--- config.mk ---
export PLATFORM = sky130hd
export DESIGN_NAME = positional_list_engine_unit
export DESIGN_NICKNAME = d
export VERILOG_FILES = /design/src/hdl/ple_pkg.sv /design/src/hdl/ple_front.sv /design/src/hdl/ple_queue.sv /design/src/hdl/ple_cells.sv /design/src/hdl/positional_list_engine_unit.sv
export SDC_FILE = /design/constraint.sdc
export NUM_CORES = 2
export LEC_CHECK = 0
export BUFFER_PORTS_ARGS = -buffer_cell sky130_fd_sc_hd__buf_2
export CORE_ASPECT_RATIO = 0.9
export CORE_MARGIN = 1.5
export CORE_UTILIZATION = 70
export CTS_BUF_LIST = sky130_fd_sc_hd__clkbuf_8
export CTS_CLUSTER_SIZE = 14
export DETAILED_ROUTE_END_ITERATION = 8
export PLACE_DENSITY_LB_ADDON = 0.08
export SLEW_MARGIN = 0
export SYNTH_ARGS = -nofsm -noshare
export SYNTH_HDL_FRONTEND = slang
export SYNTH_SLANG_ARGS = --single-unit
export TNS_END_PERCENT = 5
--- constraint.sdc ---
create_clock -name aclk -period 11.05 [get_ports aclk]
set_clock_uncertainty 0.05 [all_clocks]
set_input_delay 1.6575 -clock aclk [delete_from_list [all_inputs] [get_ports aclk]]
set_output_delay 1.6575 -clock aclk [all_outputs]
set_load 0.01 [all_outputs]
--- src/hdl/ple_pkg.sv ---
// ----------------------------------------------------------------------------
// ple_pkg
// Shared types and constants for the positional list engine: list size,
// field widths, operation codes and the classified operation record.
// ----------------------------------------------------------------------------
package ple_pkg;

    // list size and derived widths
    localparam int CAPACITY  = 16;
    localparam int CNT_W     = $clog2(CAPACITY + 1);
    localparam int POS_W     = 5;
    localparam int DATA_W    = 32;
    localparam int ACT_W     = 2;
    localparam int CMP_W     = ((CNT_W > POS_W) ? CNT_W : POS_W) + 1;

    // operation queue between front and back
    localparam int QDEPTH    = 2;
    localparam int QPTR_W    = $clog2(QDEPTH);
    localparam int QCNT_W    = $clog2(QDEPTH + 1);

    // stream widths
    localparam int S_TDATA_W = 40;
    localparam int S_TUSER_W = ACT_W;
    localparam int M_TDATA_W = 48;

    // operation codes
    typedef enum logic [ACT_W-1:0] {
        ACT_INSERT = 2'd0,
        ACT_REMOVE = 2'd1,
        ACT_READ   = 2'd2,
        ACT_FIND   = 2'd3
    } action_t;

    // classified operation, as handed from front to back
    typedef struct packed {
        logic              is_insert;
        logic              is_remove;
        logic              is_read;
        logic              is_find;
        logic              pos_zero;
        logic [POS_W-1:0]  pos_m1;
        logic [DATA_W-1:0] value;
    } op_t;

    // one result item
    typedef struct packed {
        logic              ok;
        logic [DATA_W-1:0] element;
        logic [POS_W-1:0]  found_position;
        logic [POS_W-1:0]  count;
        logic              empty_res;
    } res_t;

endpackage

--- src/hdl/ple_front.sv ---
// ----------------------------------------------------------------------------
// ple_front
// Input stage: takes a transfer from the input stream, decodes the action
// and precomputes the zero-based position, then offers it to the queue.
// ----------------------------------------------------------------------------
module ple_front (
    input  logic                       aclk,
    input  logic                       aresetn,
    input  logic                       s_tvalid,
    output logic                       s_tready,
    input  logic [ple_pkg::S_TDATA_W-1:0] s_tdata,
    input  logic [ple_pkg::S_TUSER_W-1:0] s_tuser,
    output logic                       push,
    output ple_pkg::op_t               push_op,
    input  logic                       q_ready
);
    import ple_pkg::*;

    logic    valid_reg;
    logic    valid_next;
    op_t     op_reg;
    op_t     op_next;
    logic    take;
    action_t act;
    logic [POS_W-1:0] pos;

    // input handshake
    assign s_tready = !valid_reg || q_ready;
    assign take     = s_tvalid && s_tready;
    assign push     = valid_reg && q_ready;
    assign push_op  = op_reg;

    assign act = action_t'(s_tuser);
    assign pos = s_tdata[POS_W-1:0];

    // classify the incoming operation
    always_comb begin
        op_next           = op_reg;
        op_next.is_insert = 1'b0;
        op_next.is_remove = 1'b0;
        op_next.is_read   = 1'b0;
        op_next.is_find   = 1'b0;
        case (act)
            ACT_INSERT: op_next.is_insert = 1'b1;
            ACT_REMOVE: op_next.is_remove = 1'b1;
            ACT_READ:   op_next.is_read   = 1'b1;
            ACT_FIND:   op_next.is_find   = 1'b1;
            default:    op_next.is_find   = 1'b1;
        endcase
        op_next.pos_zero = (pos == '0);
        op_next.pos_m1   = pos - POS_W'(1);
        op_next.value    = s_tdata[POS_W +: DATA_W];
    end

    // stage valid
    always_comb begin
        valid_next = valid_reg;
        if (take) begin
            valid_next = 1'b1;
        end else if (push) begin
            valid_next = 1'b0;
        end
    end

    always_ff @(posedge aclk) begin
        if (!aresetn) begin
            valid_reg <= 1'b0;
        end else begin
            valid_reg <= valid_next;
        end
    end

    // payload, no reset
    always_ff @(posedge aclk) begin
        if (take) begin
            op_reg <= op_next;
        end
    end

endmodule

--- src/hdl/ple_queue.sv ---
// ----------------------------------------------------------------------------
// ple_queue
// Short first-in first-out queue of classified operations that decouples
// the front stage from the list cells.
// ----------------------------------------------------------------------------
module ple_queue (
    input  logic         aclk,
    input  logic         aresetn,
    input  logic         push,
    input  ple_pkg::op_t push_op,
    output logic         q_ready,
    output logic         q_valid,
    output ple_pkg::op_t q_op,
    input  logic         pop
);
    import ple_pkg::*;

    op_t               entry_reg [QDEPTH];
    logic [QPTR_W-1:0] wr_ptr_reg;
    logic [QPTR_W-1:0] wr_ptr_next;
    logic [QPTR_W-1:0] rd_ptr_reg;
    logic [QPTR_W-1:0] rd_ptr_next;
    logic [QCNT_W-1:0] fill_reg;
    logic [QCNT_W-1:0] fill_next;

    assign q_ready = (fill_reg != QCNT_W'(QDEPTH));
    assign q_valid = (fill_reg != '0);
    assign q_op    = entry_reg[rd_ptr_reg];

    // pointer and fill update
    always_comb begin
        wr_ptr_next = wr_ptr_reg;
        rd_ptr_next = rd_ptr_reg;
        fill_next   = fill_reg;
        if (push) begin
            wr_ptr_next = (wr_ptr_reg == QPTR_W'(QDEPTH - 1)) ? '0 : wr_ptr_reg + QPTR_W'(1);
        end
        if (pop) begin
            rd_ptr_next = (rd_ptr_reg == QPTR_W'(QDEPTH - 1)) ? '0 : rd_ptr_reg + QPTR_W'(1);
        end
        if (push && !pop) begin
            fill_next = fill_reg + QCNT_W'(1);
        end else if (pop && !push) begin
            fill_next = fill_reg - QCNT_W'(1);
        end
    end

    always_ff @(posedge aclk) begin
        if (!aresetn) begin
            wr_ptr_reg <= '0;
            rd_ptr_reg <= '0;
            fill_reg   <= '0;
        end else begin
            wr_ptr_reg <= wr_ptr_next;
            rd_ptr_reg <= rd_ptr_next;
            fill_reg   <= fill_next;
        end
    end

    // entry storage
    always_ff @(posedge aclk) begin
        if (push) begin
            entry_reg[wr_ptr_reg] <= push_op;
        end
    end

endmodule

--- src/hdl/ple_cells.sv ---
// ----------------------------------------------------------------------------
// ple_cells
// Back end: a row of shifting cells with parallel compare. Each operation
// taken from the queue inserts, removes, reads or searches and leaves its
// result in the output register.
// ----------------------------------------------------------------------------
module ple_cells (
    input  logic                          aclk,
    input  logic                          aresetn,
    input  logic                          q_valid,
    input  ple_pkg::op_t                  q_op,
    output logic                          pop,
    output logic                          m_tvalid,
    input  logic                          m_tready,
    output logic [ple_pkg::M_TDATA_W-1:0] m_tdata
);
    import ple_pkg::*;

    logic [DATA_W-1:0] cell_reg  [CAPACITY];
    logic [DATA_W-1:0] cell_next [CAPACITY];
    logic [CNT_W-1:0]  count_reg;
    logic [CNT_W-1:0]  count_next;
    logic              m_valid_reg;
    logic              m_valid_next;
    res_t              res_reg;
    res_t              res_next;

    logic [CMP_W-1:0]  cnt_x;
    logic [CMP_W-1:0]  pm1_x;
    logic              full;
    logic              ins_ok;
    logic              at_ok;
    logic              rmv_ok;
    logic              rd_ok;
    logic [DATA_W-1:0] elem_sel;
    logic              found_hit;
    logic [CNT_W-1:0]  found_num;

    assign pop = q_valid && (!m_valid_reg || m_tready);

    // range checks
    assign cnt_x  = CMP_W'(count_reg);
    assign pm1_x  = CMP_W'(q_op.pos_m1);
    assign full   = (count_reg == CNT_W'(CAPACITY));
    assign ins_ok = q_op.is_insert && !q_op.pos_zero && (pm1_x <= cnt_x) && !full;
    assign at_ok  = !q_op.pos_zero && (pm1_x < cnt_x);
    assign rmv_ok = q_op.is_remove && at_ok;
    assign rd_ok  = q_op.is_read && at_ok;

    // positional read mux
    always_comb begin
        elem_sel = '0;
        for (int i = 0; i < CAPACITY; i++) begin
            if (CMP_W'(i) == pm1_x) begin
                elem_sel = cell_reg[i];
            end
        end
    end

    // parallel compare, lowest matching position wins
    always_comb begin
        found_hit = 1'b0;
        found_num = '0;
        for (int i = CAPACITY - 1; i >= 0; i--) begin
            if ((cell_reg[i] == q_op.value) && (CMP_W'(i) < cnt_x)) begin
                found_hit = 1'b1;
                found_num = CNT_W'(i + 1);
            end
        end
    end

    // cell shifting
    always_comb begin
        for (int i = 0; i < CAPACITY; i++) begin
            cell_next[i] = cell_reg[i];
            if (ins_ok) begin
                if (CMP_W'(i) == pm1_x) begin
                    cell_next[i] = q_op.value;
                end else if (CMP_W'(i) > pm1_x) begin
                    cell_next[i] = cell_reg[(i == 0) ? 0 : i - 1];
                end
            end else if (rmv_ok) begin
                if (CMP_W'(i) >= pm1_x) begin
                    cell_next[i] = cell_reg[(i == CAPACITY - 1) ? i : i + 1];
                end
            end
        end
    end

    // count and result
    always_comb begin
        count_next = count_reg;
        if (ins_ok) begin
            count_next = count_reg + CNT_W'(1);
        end else if (rmv_ok) begin
            count_next = count_reg - CNT_W'(1);
        end
        res_next.ok             = ins_ok || rmv_ok || rd_ok || (q_op.is_find && found_hit);
        res_next.element        = (rmv_ok || rd_ok) ? elem_sel : '0;
        res_next.found_position = (q_op.is_find && found_hit) ? POS_W'(found_num) : '0;
        res_next.count          = POS_W'(count_next);
        res_next.empty_res      = (count_next == '0);
    end

    // output valid
    always_comb begin
        m_valid_next = m_valid_reg;
        if (pop) begin
            m_valid_next = 1'b1;
        end else if (m_tready) begin
            m_valid_next = 1'b0;
        end
    end

    always_ff @(posedge aclk) begin
        if (!aresetn) begin
            count_reg   <= '0;
            m_valid_reg <= 1'b0;
        end else begin
            m_valid_reg <= m_valid_next;
            if (pop) begin
                count_reg <= count_next;
            end
        end
    end

    // cells and result payload, no reset
    always_ff @(posedge aclk) begin
        if (pop) begin
            for (int i = 0; i < CAPACITY; i++) begin
                cell_reg[i] <= cell_next[i];
            end
            res_reg <= res_next;
        end
    end

    // output packing, ok in the lowest bit
    assign m_tvalid = m_valid_reg;
    assign m_tdata  = M_TDATA_W'({res_reg.empty_res, res_reg.count,
                                  res_reg.found_position, res_reg.element, res_reg.ok});

    // checks
    a_count_bound: assert property (@(posedge aclk) disable iff (!aresetn)
        count_reg <= CNT_W'(CAPACITY))
        else $error("list count above capacity");

    a_count_idle: assert property (@(posedge aclk) disable iff (!aresetn)
        !pop |=> $stable(count_reg))
        else $error("list count changed without an operation");

    a_count_ins: assert property (@(posedge aclk) disable iff (!aresetn)
        (pop && ins_ok) |=> (count_reg == $past(count_reg) + CNT_W'(1)))
        else $error("insert did not grow the list by one");

    a_fail_elem: assert property (@(posedge aclk) disable iff (!aresetn)
        (m_valid_reg && !res_reg.ok) |-> (res_reg.element == '0))
        else $error("failed operation returned an element");

    a_pop_ins_rmv: assert property (@(posedge aclk) disable iff (!aresetn)
        pop |-> !(ins_ok && rmv_ok))
        else $error("insert and remove both qualified");

endmodule

--- src/hdl/positional_list_engine_unit.sv ---
// ----------------------------------------------------------------------------
// positional_list_engine_unit
// Ordered list of signed 32-bit values with 1-based insert, remove, read
// and find, one result transfer per input transfer.
// ----------------------------------------------------------------------------
//  channel  dir  handshake          payload
//  s_       in   s_tvalid/s_tready  s_tuser: action; s_tdata: position, value
//  m_       out  m_tvalid/m_tready  m_tdata: ok, element, found_position,
//                                            count, empty_res
//
// One item per cycle sustained while m_tready stays high; each operation
// passes through the front register, a queue entry and the result register
// before m_tvalid rises.
// Reset is synchronous, active low; it empties the list and the queue.
// Output stalls fill the queue and then back-pressure the input side.
// ----------------------------------------------------------------------------
module positional_list_engine_unit (
    input  logic                          aclk,
    input  logic                          aresetn,
    input  logic                          s_tvalid,
    output logic                          s_tready,
    // position [4:0], value [36:5], zero fill above
    input  logic [ple_pkg::S_TDATA_W-1:0] s_tdata,
    // action [1:0]
    input  logic [ple_pkg::S_TUSER_W-1:0] s_tuser,
    output logic                          m_tvalid,
    input  logic                          m_tready,
    // ok [0], element [32:1], found_position [37:33], count [42:38],
    // empty_res [43], zero fill above
    output logic [ple_pkg::M_TDATA_W-1:0] m_tdata
);
    import ple_pkg::*;

    logic push;
    op_t  push_op;
    logic q_ready;
    logic q_valid;
    op_t  q_op;
    logic pop;

    // decode stage
    ple_front u_front (
        .aclk     (aclk),
        .aresetn  (aresetn),
        .s_tvalid (s_tvalid),
        .s_tready (s_tready),
        .s_tdata  (s_tdata),
        .s_tuser  (s_tuser),
        .push     (push),
        .push_op  (push_op),
        .q_ready  (q_ready)
    );

    // operation queue
    ple_queue u_queue (
        .aclk    (aclk),
        .aresetn (aresetn),
        .push    (push),
        .push_op (push_op),
        .q_ready (q_ready),
        .q_valid (q_valid),
        .q_op    (q_op),
        .pop     (pop)
    );

    // cell row and result register
    ple_cells u_cells (
        .aclk     (aclk),
        .aresetn  (aresetn),
        .q_valid  (q_valid),
        .q_op     (q_op),
        .pop      (pop),
        .m_tvalid (m_tvalid),
        .m_tready (m_tready),
        .m_tdata  (m_tdata)
    );

endmodule
==> results.py <==
metrics = {
    "status": {
        "outcome": "finished clean",
    },
    "timing": {
        "slew_headroom_pct": 13.7,
        "tightest_slew_ps": 1280,
        "fin_hold_ws_ps": 381,
        "fin_crit_ps": 6330,
        "timing.final.crit_share_pct": 57.3,
        "hold_viol": 0,
        "slew_viol_final": 0,
        "rsz0062_at_grt": "no",
        "setup_viol": 0,
        "fin_setup_tns_ps": 0,
        "max_freq_mhz": 158,
    },
    "routing": {
        "avgViaCountPerCell": 7.00,
        "dr.pass1.iters": 8,
        "drt_iter0_drc": 8485,
        "vias": 37574,
        "routed_wirelength_um": 147000,
        "wl_per_cell_um": 27.4,
        "ant_nets": 0,
        "drcViolationCount": 0,
    },
    "pwr": {
        "p_sw_share_pct": 41.5,
        "p_int_mw": 5.30,
        "p_seq_share_pct": 37.8,
        "power_leakage_nw": 16.0,
        "p_clk_share_pct": 23.3,
        "p_comb_share_pct": 38.9,
        "p_per_area_nw_per_um2": 202,
        "power_switching_mw": 3.76,
        "peakVddDrop_mv": 0.289,
    },
    "floorplan": {
        "die_y_um": 235,
        "start_util_pct": 71.2,
        "core_area_um2": 58800,
        "dieWidth_um": 261,
        "ios": 96,
        "die-area_um2": 61200,
        "rows": 84,
    },
    "logic_synthesis": {
        "synth_cell_types": 68,
        "yosys_register_bits": 694,
        "ys_seq_area_share_pct": 49.5,
        "synth_top_cell_by_area": "edfxtp_1",
        "synth_edf_count": 682,
        "yosys-top-cells-area": "edfxtp_1, xnor2_1, nand2_1",
        "synthCells": 4592,
        "postSynthAreaPerCell_um2": 9.11,
        "synth_top_area_share_pct": 49.0,
        "synth_area_um2": 41800,
        "synth_ff_type": "edfxtp_1",
        "yosys_warnings": 0,
        "synthArstFlopShare_pct": 0,
    },
    "placement": {
        "dp_hpwl_um": 99400,
        "finalWeightedCongestion": 1.08,
        "portBuffers": 88,
    },
    "critical_path": {
        "required_ps": 11540,
        "crit_type": "reg2reg",
        "critPathMaxStageDelay_ps": 1040,
        "cp-end-kind": "flop",
        "cp_max_fo": 35,
        "cp-start-kind": "flop",
        "cp_slowest_cell": "nor4_1",
        "crit_path_cell_trace": "buf_4, mux2i_4, buf_4, xor2_1, nand4_1, nor4_1, nand4_1, nor4_1, nor2_1, nand2_1, nor3_1, a2111oi_2",
        "crit_arrival_ps": 6830,
    },
    "global_routing": {
        "grt_antenna_before_repair": 4,
        "gr-total-overflow": 0,
        "grt_max_degree": 290,
        "grt_pass1_vias": 33183,
        "track_usage_pct": 47.0,
        "grt_pass1_wl_um": 214000,
    },
    "worst_hold_path": {
        "hp-class": "reg2reg",
    },
    "clock_network": {
        "cts-buffers-inserted": 112,
        "clk_pin_slew_worst_paths_ps": 60,
        "ctsHoldBuffers": 0,
        "clockBufferDepth": 3,
        "cts_tree": "yes",
        "postCtsResizedCells": 0,
        "cts_sinks": 694,
        "cts.htree.levels": 3,
        "insertion_delay_ps": 770,
        "cts-root-buf": "clkbuf_8",
        "post_cts.repair.setup_buffers": 0,
    },
    "finish": {
        "largest_reg_flops": 512,
        "fin_nets": 4559,
        "area_delta_synth_final_pct": 7.25,
        "drive_gt1_share_pct": 8.96,
    },
    "run": {
        "cap_violations": 0,
    },
}
## worst max-delay path: cells and delay by family, from the launching register on
| family | cells | cell delay (ps) |
|---|---|---|
| buffers and inverters | 2 | 1160 |
| flip-flops | 1 | 780 |
| XOR/XNOR | 1 | 410 |
| AND/OR/NAND/NOR | 7 | 2890 |
| AO/OA/AOI/OAI | 1 | 380 |
| multiplexers | 1 | 340 |
## path summary, 6_finish.rpt
kind                           start                       to  slack (ps)  depth (start not counted)
setup / recovery                flop      u_cells.m_tdata[34]        4720                         12
hold / removal    u_front.push_op[3]  u_queue.entry_reg[0][3]         380                          0
setup reg to reg                flop      u_cells.m_tdata[34]        4720                         12
hold reg to reg   u_front.push_op[3]  u_queue.entry_reg[0][3]         380                          0
## cells in the mapped netlist (all sizes together), types with 45 or more instances
library cell    n
a21oi         444
edfxtp        682
o221ai         45
xnor2         361
nor2          466
o21ai         656
clkbuf        294
buf           104
nand2         793
nand4          55
nor4           96
nand3          46
xor2          164
mux2i          47
## routing by layer
layer / GRT usage [%] / share of wire (%) / vias to the layer above
li1: - / - / 16166
met1: 65.8 / 35 / 17304
met2: 63.0 / 40 / 3534
met3: 22.5 / 19 / 562
met4: 16.8 / 4.9 / 8
met5: 3.81 / 0.24 / -
## kinds of logic (layout without fill, tap and decap cells)
kind of cell / after synthesis / after routing / synth area share [%]
AND/OR/NAND/NOR: 1532 / 1532 / 15.2
AO/OA/AOI/OAI: 1358 / 1358 / 18.0
flip-flops: 694 / 694 / 49.5
XOR/XNOR: 525 / 525 / 11.0
buffers and inverters: 421 / 413 / 4.15
multiplexers: 50 / 50 / 1.71
adder cells (fa/ha/maj): 11 / 11 / 0.329
other: 1 / 8 / 0.00897
## power groups by stage
stage / Clock, mW / Sequential, mW / Combinational [mW]
floorplan: 0 / 3.42 / 2.19
global placement: 0 / 3.46 / 3.23
detailed placement: 0 / 3.47 / 3.30
CTS: 2.09 / 3.42 / 3.32
global route: 2.20 / 3.44 / 3.64
finish: 2.11 / 3.43 / 3.52
## placed cells by master, fill, tap and decap left out, types with 5 or more instances in the layout
cell	netlist	layout
a211o_1	18	18
xor2_1	164	164
xnor2_1	361	361
o211ai_1	5	5
a21oi_1	444	437
dfxtp_1	12	11
buf_4	14	100
edfxtp_1	682	682
mux2i_1	17	15
o31ai_1	6	6
clkinv_2	0	10
nor3_1	35	25
o22ai_1	21	21
a22oi_1	34	34
and2_1	10	9
nand2_2	1	8
o21ai_1	115	115
mux2i_4	11	32
a21oi_4	0	6
nor2_1	466	459
a31oi_1	33	32
a221oi_1	35	35
a21o_1	6	6
inv_1	21	61
clkinv_1	0	27
o221ai_1	45	45
nor3_2	0	10
buf_2	54	88
clkbuf_8	0	114
a211oi_1	19	18
o21ai_0	541	541
nand2_1	792	785
nor4_1	95	94
ha_1	11	11
nor2b_1	5	5
nand3_1	46	44
nand2b_1	5	5
a311oi_1	6	6
nand4_1	55	55
## per-stage QoR
step / utilization [%] / cell area (µm²) / power [mW] / std cells / setup slack, ps
4_1_cts: 76.3 / 44800 / 8.83 / 5361 / 5190
6_report: 76.3 / 44900 / 9.06 / 5365 / 4720
5_1_grt: 76.3 / 44800 / 9.29 / 5362 / 4750
3_5_place_dp: 72.9 / 42800 / 6.77 / 5162 / 5200
2_1_floorplan: - / 41800 / 5.61 / 4595 / 3960
3_3_place_gp: 72.9 / 42800 / 6.70 / 5162 / 5290
## area by class of cell
type,instances,area (µm²)
Multi-Input combinational cell,3480,19800
Timing Repair Buffer,191,1250
Inverter,23,87.6
Clock inverter,85,437
Tap cell,774,968
Clock buffer,114,1570
Antenna cell,4,10.0
Fill cell,4133,13900
Sequential cell,694,20700
No activity file was read; power rests on OpenSTA's default activity.
